`src/rtl/spcsg_pkg.sv`:
```
package spcsg_pkg;

  localparam int POS_W  = 24;
  localparam int TIME_W = 32;
  localparam int DUR_W  = 30;

  localparam logic [1:0] FUNC_TICK  = 2'd0;
  localparam logic [1:0] FUNC_START = 2'd1;
  localparam logic [1:0] FUNC_CLEAR = 2'd2;

  localparam logic [2:0] REG_XLEN   = 3'd0;
  localparam logic [2:0] REG_YLEN   = 3'd1;
  localparam logic [2:0] REG_XTIME  = 3'd2;
  localparam logic [2:0] REG_YTIME  = 3'd3;
  localparam logic [2:0] REG_DELAY  = 3'd4;

  typedef struct packed {
    logic [1:0]  func;
    logic [31:0] now_us;
  } in_req_t;

  typedef struct packed {
    logic signed [23:0] x_pos;
    logic signed [23:0] y_pos;
    logic [3:0]         phase_now;
    logic               running;
    logic               done_pulse;
    logic               finished;
  } out_req_t;

  typedef enum logic [3:0] {
    ST_IDLE,
    ST_DISPATCH,
    ST_LEG_X,
    ST_LEG_Y,
    ST_DIV,
    ST_SQ,
    ST_CUBE,
    ST_MUL,
    ST_ROUND,
    ST_FINISH,
    ST_OUT
  } state_t;

endpackage

```
`src/rtl/square_path_cubic_setpoint_generator_unit.sv`:
```
// Channel  | Direction | Handshake            | Payload
// in_      | input     | in_valid/in_ready    | spcsg_pkg::in_req_t (func, now_us)
// out_     | output    | out_valid/out_ready  | spcsg_pkg::out_req_t
// cfg_     | input     | APB psel/penable     | five setting registers at 4*i
// One request is taken at a time. Each axis that a tick marches runs one setup step,
// 32 restoring divide steps, three multiply steps, one rounding step and one wrap-up.
// A tick moving both axes marches x, then y. An axis whose leg has already ended goes from
// setup straight to wrap-up; other requests go from dispatch straight to wrap-up.
// rst_n is synchronous and active low; settings return to their defaults.
// The result waits in the output register until taken, and the next request can be accepted
// in the cycle after that.
module square_path_cubic_setpoint_generator_unit (
  input  logic                  clk,
  input  logic                  rst_n,
  input  logic                  in_valid,
  output logic                  in_ready,
  input  spcsg_pkg::in_req_t    in_data,
  output logic                  out_valid,
  input  logic                  out_ready,
  output spcsg_pkg::out_req_t   out_data,
  input  logic                  cfg_psel,
  input  logic                  cfg_penable,
  input  logic                  cfg_pwrite,
  input  logic [4:0]            cfg_paddr,
  input  logic [31:0]           cfg_pwdata,
  output logic [31:0]           cfg_prdata,
  output logic                  cfg_pready
);

  logic [22:0] xlen_r, ylen_r;
  logic [29:0] xtime_r, ytime_r, delay_r;

  spcsg_pkg::state_t state_r, state_nxt;

  logic [1:0]  func_r;
  logic [31:0] now_r;
  logic [3:0]  phase_r;
  logic        en_r, fin_r, done_r;
  logic [31:0] hold_r;
  logic signed [23:0] xo_r, yo_r;
  logic signed [23:0] xf_r, xt_r, yf_r, yt_r;
  logic [29:0] xus_r, yus_r;
  logic [31:0] xst_r, yst_r;
  logic        xs_r, ys_r;
  logic        xend_r, yend_r;
  logic        axis_r;
  logic        march_r;

  // shared arithmetic registers
  logic [31:0] rem_r;
  logic [31:0] quo_r;
  logic [4:0]  cnt_r;
  logic [31:0] s2_r;
  logic [32:0] f_r;
  logic [63:0] prod_r;
  logic        neg_r;
  logic [24:0] ad_r;

  logic [32:0] mul_a, mul_b;
  logic [65:0] mul_p;
  assign mul_p = mul_a * mul_b;

  logic signed [23:0] hx, hy;
  assign hx = $signed({2'b00, xlen_r[22:1]});
  assign hy = $signed({2'b00, ylen_r[22:1]});

  assign cfg_pready = 1'b1;
  logic cfg_wr;
  assign cfg_wr = cfg_psel && cfg_penable && cfg_pwrite;

  always_comb begin
    case (cfg_paddr[4:2])
      spcsg_pkg::REG_XLEN:  cfg_prdata = {9'd0, xlen_r};
      spcsg_pkg::REG_YLEN:  cfg_prdata = {9'd0, ylen_r};
      spcsg_pkg::REG_XTIME: cfg_prdata = {2'd0, xtime_r};
      spcsg_pkg::REG_YTIME: cfg_prdata = {2'd0, ytime_r};
      spcsg_pkg::REG_DELAY: cfg_prdata = {2'd0, delay_r};
      default:              cfg_prdata = 32'd0;
    endcase
  end

  always_ff @(posedge clk) begin
    if (!rst_n) begin
      xlen_r  <= 23'd65536;
      ylen_r  <= 23'd65536;
      xtime_r <= 30'd1000000;
      ytime_r <= 30'd1000000;
      delay_r <= 30'd1000000;
    end else if (cfg_wr) begin
      case (cfg_paddr[4:2])
        spcsg_pkg::REG_XLEN:  xlen_r  <= cfg_pwdata[22:0];
        spcsg_pkg::REG_YLEN:  ylen_r  <= cfg_pwdata[22:0];
        spcsg_pkg::REG_XTIME: xtime_r <= cfg_pwdata[29:0];
        spcsg_pkg::REG_YTIME: ytime_r <= cfg_pwdata[29:0];
        spcsg_pkg::REG_DELAY: delay_r <= cfg_pwdata[29:0];
        default: ;
      endcase
    end
  end

  always_comb begin
    in_ready  = (state_r == spcsg_pkg::ST_IDLE);
    out_valid = (state_r == spcsg_pkg::ST_OUT);
  end
  assign out_data  = '{x_pos: xo_r, y_pos: yo_r, phase_now: phase_r, running: en_r,
                       done_pulse: done_r, finished: fin_r};

  // current leg of the axis being marched
  logic [29:0] dur;
  logic [31:0] st_eff, el;
  logic        leg_end;
  logic signed [23:0] lf, lt;
  always_comb begin
    dur    = axis_r ? yus_r : xus_r;
    st_eff = axis_r ? (ys_r ? yst_r : now_r) : (xs_r ? xst_r : now_r);
    lf     = axis_r ? yf_r : xf_r;
    lt     = axis_r ? yt_r : xt_r;
    el     = now_r - st_eff;
    leg_end = (el >= {2'd0, dur});
  end

  logic hold_over;
  assign hold_over = ((now_r - hold_r) > {2'd0, delay_r});

  // one restoring divide step; the remainder stays below the duration
  logic [31:0] rem_sh;
  logic [32:0] trial;
  always_comb begin
    rem_sh = {rem_r[30:0], 1'b0};
    trial  = {1'b0, rem_sh} - {3'd0, dur};
  end

  logic signed [25:0] d_full;
  assign d_full = 26'(lt) - 26'(lf);

  always_comb begin
    mul_a = 33'd0;
    mul_b = 33'd0;
    case (state_r)
      spcsg_pkg::ST_SQ:   begin mul_a = {1'b0, quo_r}; mul_b = {1'b0, quo_r}; end
      spcsg_pkg::ST_CUBE: begin mul_a = {1'b0, s2_r};  mul_b = {1'b0, quo_r}; end
      spcsg_pkg::ST_MUL:  begin mul_a = {8'd0, ad_r};  mul_b = f_r; end
      default: ;
    endcase
  end

  logic marchx, marchy, tick_live;
  always_comb begin
    marchx = (phase_r == 4'd1) || (phase_r == 4'd11) || (phase_r == 4'd3) ||
             (phase_r == 4'd7);
    marchy = (phase_r == 4'd1) || (phase_r == 4'd11) || (phase_r == 4'd5) ||
             (phase_r == 4'd9);
    tick_live = (func_r == spcsg_pkg::FUNC_TICK) && en_r && !fin_r;
  end

  always_comb begin
    state_nxt = state_r;
    case (state_r)
      spcsg_pkg::ST_IDLE:     if (in_valid) state_nxt = spcsg_pkg::ST_DISPATCH;
      spcsg_pkg::ST_DISPATCH: begin
        if (tick_live && marchx)      state_nxt = spcsg_pkg::ST_LEG_X;
        else if (tick_live && marchy) state_nxt = spcsg_pkg::ST_LEG_Y;
        else                          state_nxt = spcsg_pkg::ST_FINISH;
      end
      spcsg_pkg::ST_LEG_X, spcsg_pkg::ST_LEG_Y:
        state_nxt = leg_end ? spcsg_pkg::ST_FINISH : spcsg_pkg::ST_DIV;
      spcsg_pkg::ST_DIV:      if (cnt_r == 5'd31) state_nxt = spcsg_pkg::ST_SQ;
      spcsg_pkg::ST_SQ:       state_nxt = spcsg_pkg::ST_CUBE;
      spcsg_pkg::ST_CUBE:     state_nxt = spcsg_pkg::ST_MUL;
      spcsg_pkg::ST_MUL:      state_nxt = spcsg_pkg::ST_ROUND;
      spcsg_pkg::ST_ROUND:    state_nxt = spcsg_pkg::ST_FINISH;
      spcsg_pkg::ST_FINISH: begin
        if (march_r && !axis_r && marchy) state_nxt = spcsg_pkg::ST_LEG_Y;
        else                              state_nxt = spcsg_pkg::ST_OUT;
      end
      spcsg_pkg::ST_OUT:      if (out_ready) state_nxt = spcsg_pkg::ST_IDLE;
      default:                state_nxt = spcsg_pkg::ST_IDLE;
    endcase
  end

  logic [33:0] fcalc;
  logic [32:0] fclamp;
  logic [63:0] rnd;
  logic [24:0] mag;
  logic signed [25:0] rsum;
  logic signed [23:0] rsat;
  always_comb begin
    // 3*s^2 - 2*s^3, clamped to one
    fcalc  = {2'd0, s2_r} + {1'b0, s2_r, 1'b0} - {1'b0, mul_p[63:32], 1'b0};
    fclamp = (fcalc > 34'h1_0000_0000) ? 33'h1_0000_0000 : fcalc[32:0];
    rnd   = prod_r + 64'h8000_0000;
    mag   = rnd[56:32];
    rsum  = neg_r ? 26'(lf) - 26'(mag) : 26'(lf) + 26'(mag);
    if (rsum > 26'sd8388607)       rsat = 24'sh7FFFFF;
    else if (rsum < -26'sd8388608) rsat = 24'sh800000;
    else                           rsat = rsum[23:0];
  end

  always_ff @(posedge clk) begin
    if (!rst_n) begin
      state_r <= spcsg_pkg::ST_IDLE;
      phase_r <= 4'd0; en_r <= 1'b0; fin_r <= 1'b0; done_r <= 1'b0;
      hold_r <= 32'd0; xo_r <= '0; yo_r <= '0;
      xf_r <= '0; xt_r <= '0; yf_r <= '0; yt_r <= '0;
      xus_r <= '0; yus_r <= '0; xst_r <= '0; yst_r <= '0;
      xs_r <= 1'b0; ys_r <= 1'b0; xend_r <= 1'b0; yend_r <= 1'b0; axis_r <= 1'b0;
      march_r <= 1'b0;
    end else begin
      state_r <= state_nxt;
      case (state_r)
        spcsg_pkg::ST_IDLE: if (in_valid) begin
          func_r <= in_data.func;
          now_r  <= in_data.now_us;
          done_r <= 1'b0;
        end
        spcsg_pkg::ST_DISPATCH: begin
          march_r <= tick_live && (marchx || marchy);
          case (func_r)
            spcsg_pkg::FUNC_TICK: if (en_r && !fin_r) begin
              xend_r <= 1'b1; yend_r <= 1'b1;
              axis_r <= !marchx;
              case (phase_r)
                4'd0: begin
                  xf_r <= '0; xt_r <= hx; xus_r <= {1'b0, xtime_r[29:1]}; xs_r <= 1'b0;
                  yf_r <= '0; yt_r <= hy; yus_r <= {1'b0, ytime_r[29:1]}; ys_r <= 1'b0;
                  xo_r <= '0; yo_r <= '0; phase_r <= 4'd1;
                end
                4'd2: if (hold_over) begin
                  xf_r <= hx; xt_r <= -hx; xus_r <= xtime_r; xs_r <= 1'b0; phase_r <= 4'd3;
                end else begin xo_r <= hx; yo_r <= hy; end
                4'd4: if (hold_over) begin
                  yf_r <= hy; yt_r <= -hy; yus_r <= ytime_r; ys_r <= 1'b0; phase_r <= 4'd5;
                end else begin xo_r <= -hx; yo_r <= hy; end
                4'd6: if (hold_over) begin
                  xf_r <= -hx; xt_r <= hx; xus_r <= xtime_r; xs_r <= 1'b0; phase_r <= 4'd7;
                end else begin xo_r <= -hx; yo_r <= -hy; end
                4'd8: if (hold_over) begin
                  yf_r <= -hy; yt_r <= hy; yus_r <= ytime_r; ys_r <= 1'b0; phase_r <= 4'd9;
                end else begin xo_r <= hx; yo_r <= -hy; end
                4'd10: if (hold_over) begin
                  yf_r <= yo_r; yt_r <= '0; yus_r <= {1'b0, ytime_r[29:1]}; ys_r <= 1'b0;
                  xf_r <= xo_r; xt_r <= '0; xus_r <= {1'b0, xtime_r[29:1]}; xs_r <= 1'b0;
                  phase_r <= 4'd11;
                end
                4'd12: if (hold_over) begin
                  fin_r <= 1'b1; en_r <= 1'b0; done_r <= 1'b1;
                end else begin xo_r <= '0; yo_r <= '0; end
                4'd1, 4'd3, 4'd5, 4'd7, 4'd9, 4'd11: ;
                default: en_r <= 1'b0;
              endcase
            end
            spcsg_pkg::FUNC_START: begin
              if (fin_r) en_r <= 1'b0;
              else begin
                phase_r <= 4'd0; en_r <= 1'b1; hold_r <= now_r;
                xo_r <= '0; yo_r <= '0;
              end
            end
            spcsg_pkg::FUNC_CLEAR: begin
              en_r <= 1'b0; fin_r <= 1'b0; phase_r <= 4'd0;
              xo_r <= '0; yo_r <= '0;
            end
            default: ;
          endcase
        end
        spcsg_pkg::ST_LEG_X, spcsg_pkg::ST_LEG_Y: begin
          if (axis_r) begin
            if (!ys_r) begin yst_r <= now_r; ys_r <= 1'b1; end
            yend_r <= leg_end;
          end else begin
            if (!xs_r) begin xst_r <= now_r; xs_r <= 1'b1; end
            xend_r <= leg_end;
          end
          rem_r <= el;
          quo_r <= 32'd0;
          cnt_r <= 5'd0;
          neg_r <= d_full[25];
          ad_r  <= d_full[25] ? 25'(-d_full) : d_full[24:0];
        end
        spcsg_pkg::ST_DIV: begin
          // quotient of el*2^32/dur, one bit a cycle
          if (!trial[32]) begin
            rem_r <= trial[31:0];
            quo_r <= {quo_r[30:0], 1'b1};
          end else begin
            rem_r <= rem_sh;
            quo_r <= {quo_r[30:0], 1'b0};
          end
          cnt_r <= cnt_r + 5'd1;
        end
        spcsg_pkg::ST_SQ: begin
          s2_r <= mul_p[63:32];
        end
        spcsg_pkg::ST_CUBE: begin
          f_r <= fclamp;
        end
        spcsg_pkg::ST_MUL: begin
          prod_r <= mul_p[63:0];
        end
        spcsg_pkg::ST_ROUND: begin
          if (axis_r) yo_r <= rsat; else xo_r <= rsat;
        end
        spcsg_pkg::ST_FINISH: begin
          // phase advance once every marched leg has ended
          if (march_r) begin
            if (!axis_r && marchy) begin
              axis_r <= 1'b1;
            end else if (xend_r && yend_r) begin
              phase_r <= phase_r + 4'd1;
              hold_r  <= now_r;
            end
          end
        end
        default: ;
      endcase
    end
  end

endmodule
```
`config.mk`:
```
export PLATFORM = sky130hd
export DESIGN_NAME = square_path_cubic_setpoint_generator_unit
export DESIGN_NICKNAME = d
export VERILOG_FILES = /design/src/rtl/spcsg_pkg.sv /design/src/rtl/square_path_cubic_setpoint_generator_unit.sv
export SDC_FILE = /design/constraint.sdc
export NUM_CORES = 2
export LEC_CHECK = 0
export BUFFER_PORTS_ARGS = -buffer_cell sky130_fd_sc_hd__buf_2
export CAP_MARGIN = 20
export CELL_PAD_IN_SITES_DETAIL_PLACEMENT = 1
export CELL_PAD_IN_SITES_GLOBAL_PLACEMENT = 1
export CORE_MARGIN = 5
export CORE_UTILIZATION = 35
export DETAILED_ROUTE_END_ITERATION = 8
export HOLD_SLACK_MARGIN = 0.06
export PLACE_DENSITY_LB_ADDON = 0.2
export SYNTH_ARGS = -nofsm -noshare
export SYNTH_HDL_FRONTEND = slang
export SYNTH_SLANG_ARGS = --single-unit
export TNS_END_PERCENT = 20
```
`constraint.sdc`:
```
create_clock -name clk -period 27.1 [get_ports clk]
set_input_delay 1.355 -clock clk [delete_from_list [all_inputs] [get_ports clk]]
set_output_delay 1.355 -clock clk [all_outputs]
set_load 0.05 [all_outputs]
```
==> results.py <==
metrics = {
    "status": {
        "status": "finished, final reports clean",
    },
    "setup_path": {
        "r2r_start": "state_r[1]$_SDFFE_PN0P_",
        "crit_path_frequent_cell": "fa_1",
        "r2r_setup_slack_ns": 10.75,
        "criticalPathCategory": "register to register",
        "worstReg2RegEnd": "f_r[15]$_SDFFCE_PN0P_",
        "slowest_stage": "a22o_1",
        "reg2reg_depth": 45,
        "crit_path_start": "state_r[1]$_SDFFE_PN0P_",
        "end_kind": "register",
        "cp.required_ns": 27.60,
        "crit_path_end": "f_r[15]$_SDFFCE_PN0P_",
        "critPathMaxFanout": 62,
        "max_stage_delay_ns": 1.01,
        "startpoint_type": "register",
        "worstPathArrival_ns": 16.85,
    },
    "detailed_routing": {
        "wl_mm": 302,
        "firstDrtPassIters": 6,
        "drcViolationCount": 0,
        "wl_per_cell_um": 25.3,
        "postRouteAntennaNets": 0,
        "routed-via-count": 65900,
        "viasPerCell": 5.54,
        "drtIter0Drc": 4299,
    },
    "cells_and_area": {
        "layout-drive-gt1-share_pct": 7.47,
        "final_cells": 11900,
        "areaGrowthSynthToFinish_pct": 8.93,
        "fillers": 25800,
        "fin_nets": 10500,
    },
    "grt": {
        "grt_overflow": 0,
        "grt_pass1_vias": 70200,
        "grt_first_pass_wirelength_mm": 450,
        "antenna_found_initial": 3,
        "grt_max_degree": 171,
        "grt_use_total_pct": 26.3,
    },
    "clock_network": {
        "path_clk_slew_ns": 0.07,
        "insertion_delay_ns": 0.71,
        "cts_root_buf": "clkbuf_16",
        "post-cts-setup-buffer-count": 0,
        "cts_buffers": 79,
        "cts_tree": "done",
        "clock_path_buffers": 3,
        "cts_max_level": 3,
        "holdBufCountCts": 0,
        "post_cts_resized": 0,
        "clock-sinks": 672,
    },
    "timing": {
        "hold_slack_ns": 0.454,
        "setup_violations": 0,
        "max_freq_ghz": 0.0612,
        "drv_slew": 0,
        "min_period_over_period_pct": 60.3,
        "rsz0062_at_grt": "false",
        "hold_violations": 0,
        "worst_pin_slew_ns": 1.24,
        "fin_crit_ns": 16.35,
        "max_slew_margin_pct": 17.2,
        "clock_skew_ns": 0.0461,
        "fin_setup_tns_ns": 0,
    },
    "worst_hold_path": {
        "min_path_type": "register to register",
        "hp-start": "xst_r[4]$_SDFFE_PN0P_",
    },
    "placement": {
        "dp_cells": 11800,
        "io_buffers": 160,
        "place_hpwl_mm": 229,
        "gp_congestion": 0.913,
    },
    "die": {
        "die_w_um": 476,
        "pin_count": 168,
        "initial_core_util_pct": 35.1,
        "core.rowCount": 171,
        "die-area_um2": 226000,
        "coreArea_um2": 217000,
        "fp.dieH_um": 476,
    },
    "power": {
        "vdd_drop_max_mv": 0.0678,
        "leakage_nw": 34.9,
        "total_power_mw": 3.95,
        "power.density_nw_per_um2": 47.7,
    },
    "yosys": {
        "avgSynthCellArea_um2": 8.35,
        "synth_edf_count": 219,
        "ys_ff_latch": 672,
        "synth_area_um2": 76000,
        "synth_seq_area_share_pct": 20.6,
        "ys.flop_type": "dfxtp_1",
        "yosys_warnings": 0,
        "async_reset_ff_share_pct": 0,
        "ys_types": 97,
        "synth_cells": 9099,
    },
    "job": {
        "max_cap_viol_count": 0,
    },
}
-- cell usage in the layout, fill, tap and decap left out, types with 18 or more instances in the layout --
| cell | instances |
|---|---|
| buf_4 | 185 |
| or3_1 | 46 |
| a31oi_1 | 88 |
| o311a_1 | 18 |
| o21ai_0 | 335 |
| inv_1 | 1129 |
| a211oi_1 | 81 |
| nor4_1 | 18 |
| mux2_2 | 77 |
| o21a_1 | 45 |
| fa_1 | 961 |
| a21o_1 | 113 |
| nand2b_1 | 38 |
| a22o_1 | 35 |
| xor2_1 | 105 |
| a22oi_1 | 94 |
| o31ai_1 | 39 |
| nand2_1 | 1556 |
| and2_1 | 66 |
| nor2_1 | 880 |
| mux2i_1 | 79 |
| o22a_1 | 25 |
| ha_1 | 502 |
| o22ai_1 | 39 |
| edfxtp_1 | 219 |
| nor3_1 | 128 |
| nor2b_1 | 49 |
| a311oi_1 | 74 |
| clkbuf_16 | 81 |
| nand3_1 | 129 |
| and3_1 | 36 |
| xnor2_1 | 172 |
| o211ai_1 | 31 |
| a21oi_1 | 535 |
| dfxtp_1 | 450 |
| o21bai_1 | 29 |
| buf_2 | 159 |
| nand4_1 | 42 |
-- logic make-up (layout without fill, tap and decap cells) --
| group | after synthesis | in the layout | synth area share [%] |
|---|---|---|---|
| buffers and inverters | 1680 | 1625 | 8.39 |
| AND/OR/NAND/NOR | 3116 | 3116 | 17.4 |
| XOR/XNOR | 279 | 279 | 3.24 |
| other | 2 | 11 | 0.00989 |
| flip-flops | 672 | 672 | 20.6 |
| AO/OA/AOI/OAI | 1731 | 1731 | 14.6 |
| multiplexers | 156 | 156 | 2.18 |
| adder cells (fa/ha/maj) | 1463 | 1463 | 33.6 |
-- worst max-delay path, delay by kind of cell (launching register included) --
family	cells	cell delay, ns
adder cells (fa/ha/maj)	11	5.47
AND/OR/NAND/NOR	11	2.68
flip-flops	1	0.41
XOR/XNOR	1	0.69
AO/OA/AOI/OAI	14	4.99
buffers and inverters	8	1.78
-- sequential cells by signal, indices dropped and copies added (netlist names), 24 cells and up --
signal and count:
s2_r 32, xtime_r 30, yo_r 24, xus_r 30, xf_r 24, xst_r 32
yus_r 30, f_r 33, rem_r 31, delay_r 30, xt_r 24, ad_r 25
ytime_r 30, prod_r 26, now_r 32, yst_r 32, quo_r 32, hold_r 32
yt_r 24, yf_r 24, xo_r 24
-- worst min-delay path by stage --
stage	to	slack [ns]	cells past startpoint
6_report	xst_r[4]$_SDFFE_PN0P_	0.45	2
5_1_grt	xf_r[1]$_SDFFE_PN0P_	0.47	2
4_1_cts	xf_r[1]$_SDFFE_PN0P_	0.46	2
3_5_place_dp	xf_r[1]$_SDFFE_PN0P_	0.45	2
3_3_place_gp	xf_r[5]$_SDFFE_PN0P_	0.44	2
2_1_floorplan	xt_r[22]$_SDFFE_PN0P_	0.43	2
-- synthesized netlist by cell type, types with 17 or more instances --
library cell,count,share of area (%)
nor3b_1,18,0.18
a221oi_1,17,0.20
xnor2_1,172,2.0
o21a_1,46,0.45
mux2i_1,79,1.0
nor4_1,22,0.18
a21oi_1,556,3.7
clkbuf_1,488,2.4
fa_1,961,25
a31oi_1,89,0.73
o22a_1,25,0.29
mux2_2,77,1.1
a21o_1,114,1.1
o31ai_1,39,0.39
a311oi_1,76,0.88
edfxtp_1,219,8.7
buf_1,27,0.13
o21ai_0,335,2.2
nand4_1,42,0.35
o21bai_1,29,0.29
xor2_1,105,1.2
nand2_1,1560,7.7
nor3_1,134,0.88
inv_1,1129,5.6
o211ai_1,31,0.31
or3_1,46,0.38
dfxtp_1,453,12
a211oi_1,82,0.81
ha_1,502,8.3
a22o_1,41,0.47
buf_2,25,0.16
a22oi_1,96,0.95
nor2b_1,51,0.42
nand2b_1,39,0.32
and2_1,65,0.54
o311a_1,18,0.24
o22ai_1,39,0.32
nand3_1,131,0.86
and3_1,36,0.30
nor2_1,891,4.4
-- through the flow --
| stage | setup WS [ns] | util [%] | instance area (µm²) |
|---|---|---|---|
| finish | 10.75 | 38.2 | 82700 |
| global route | 10.21 | 38.2 | 82700 |
| CTS | 10.70 | 38.2 | 82700 |
| detailed placement | 10.81 | 37.0 | 80000 |
| global placement | 10.89 | 36.9 | 80000 |
| floorplan | 14.64 | - | 76000 |
-- power by group --
group / internal, mW / leakage (nW) / total, mW / switching, mW
Sequential: 1.14 / 5.68 / 1.24 / 0.0971
Clock: 0.642 / 1.30 / 1.13 / 0.484
Combinational: 0.498 / 27.9 / 1.58 / 1.09
Total: 2.28 / 34.9 / 3.95 / 1.67
-- layout make-up --
cell class / instances / area (µm²) / share of cell area (%)
Sequential cell: 672 / 15700 / 18.9
Clock buffer: 112 / 2290 / 2.77
Antenna cell: 2 / 5.00 / 0.00605
Tap cell: 2854 / 3570 / 4.32
Multi-Input combinational cell: 6754 / 54300 / 65.7
Timing Repair Buffer: 349 / 2270 / 2.74
Inverter: 1131 / 4250 / 5.14
Clock inverter: 33 / 379 / 0.458
-- routing by layer --
layer	part of all wire, %	up-vias	wire length, µm	global-route usage, %
met5	0	-	0	0
met4	5.1	0	15300	11.6
met3	5.2	481	15700	3.05
met2	48	1777	145000	45.2
met1	42	34000	125000	33.4
li1	-	29700	-	-
(Power assumes the default switching activity.)
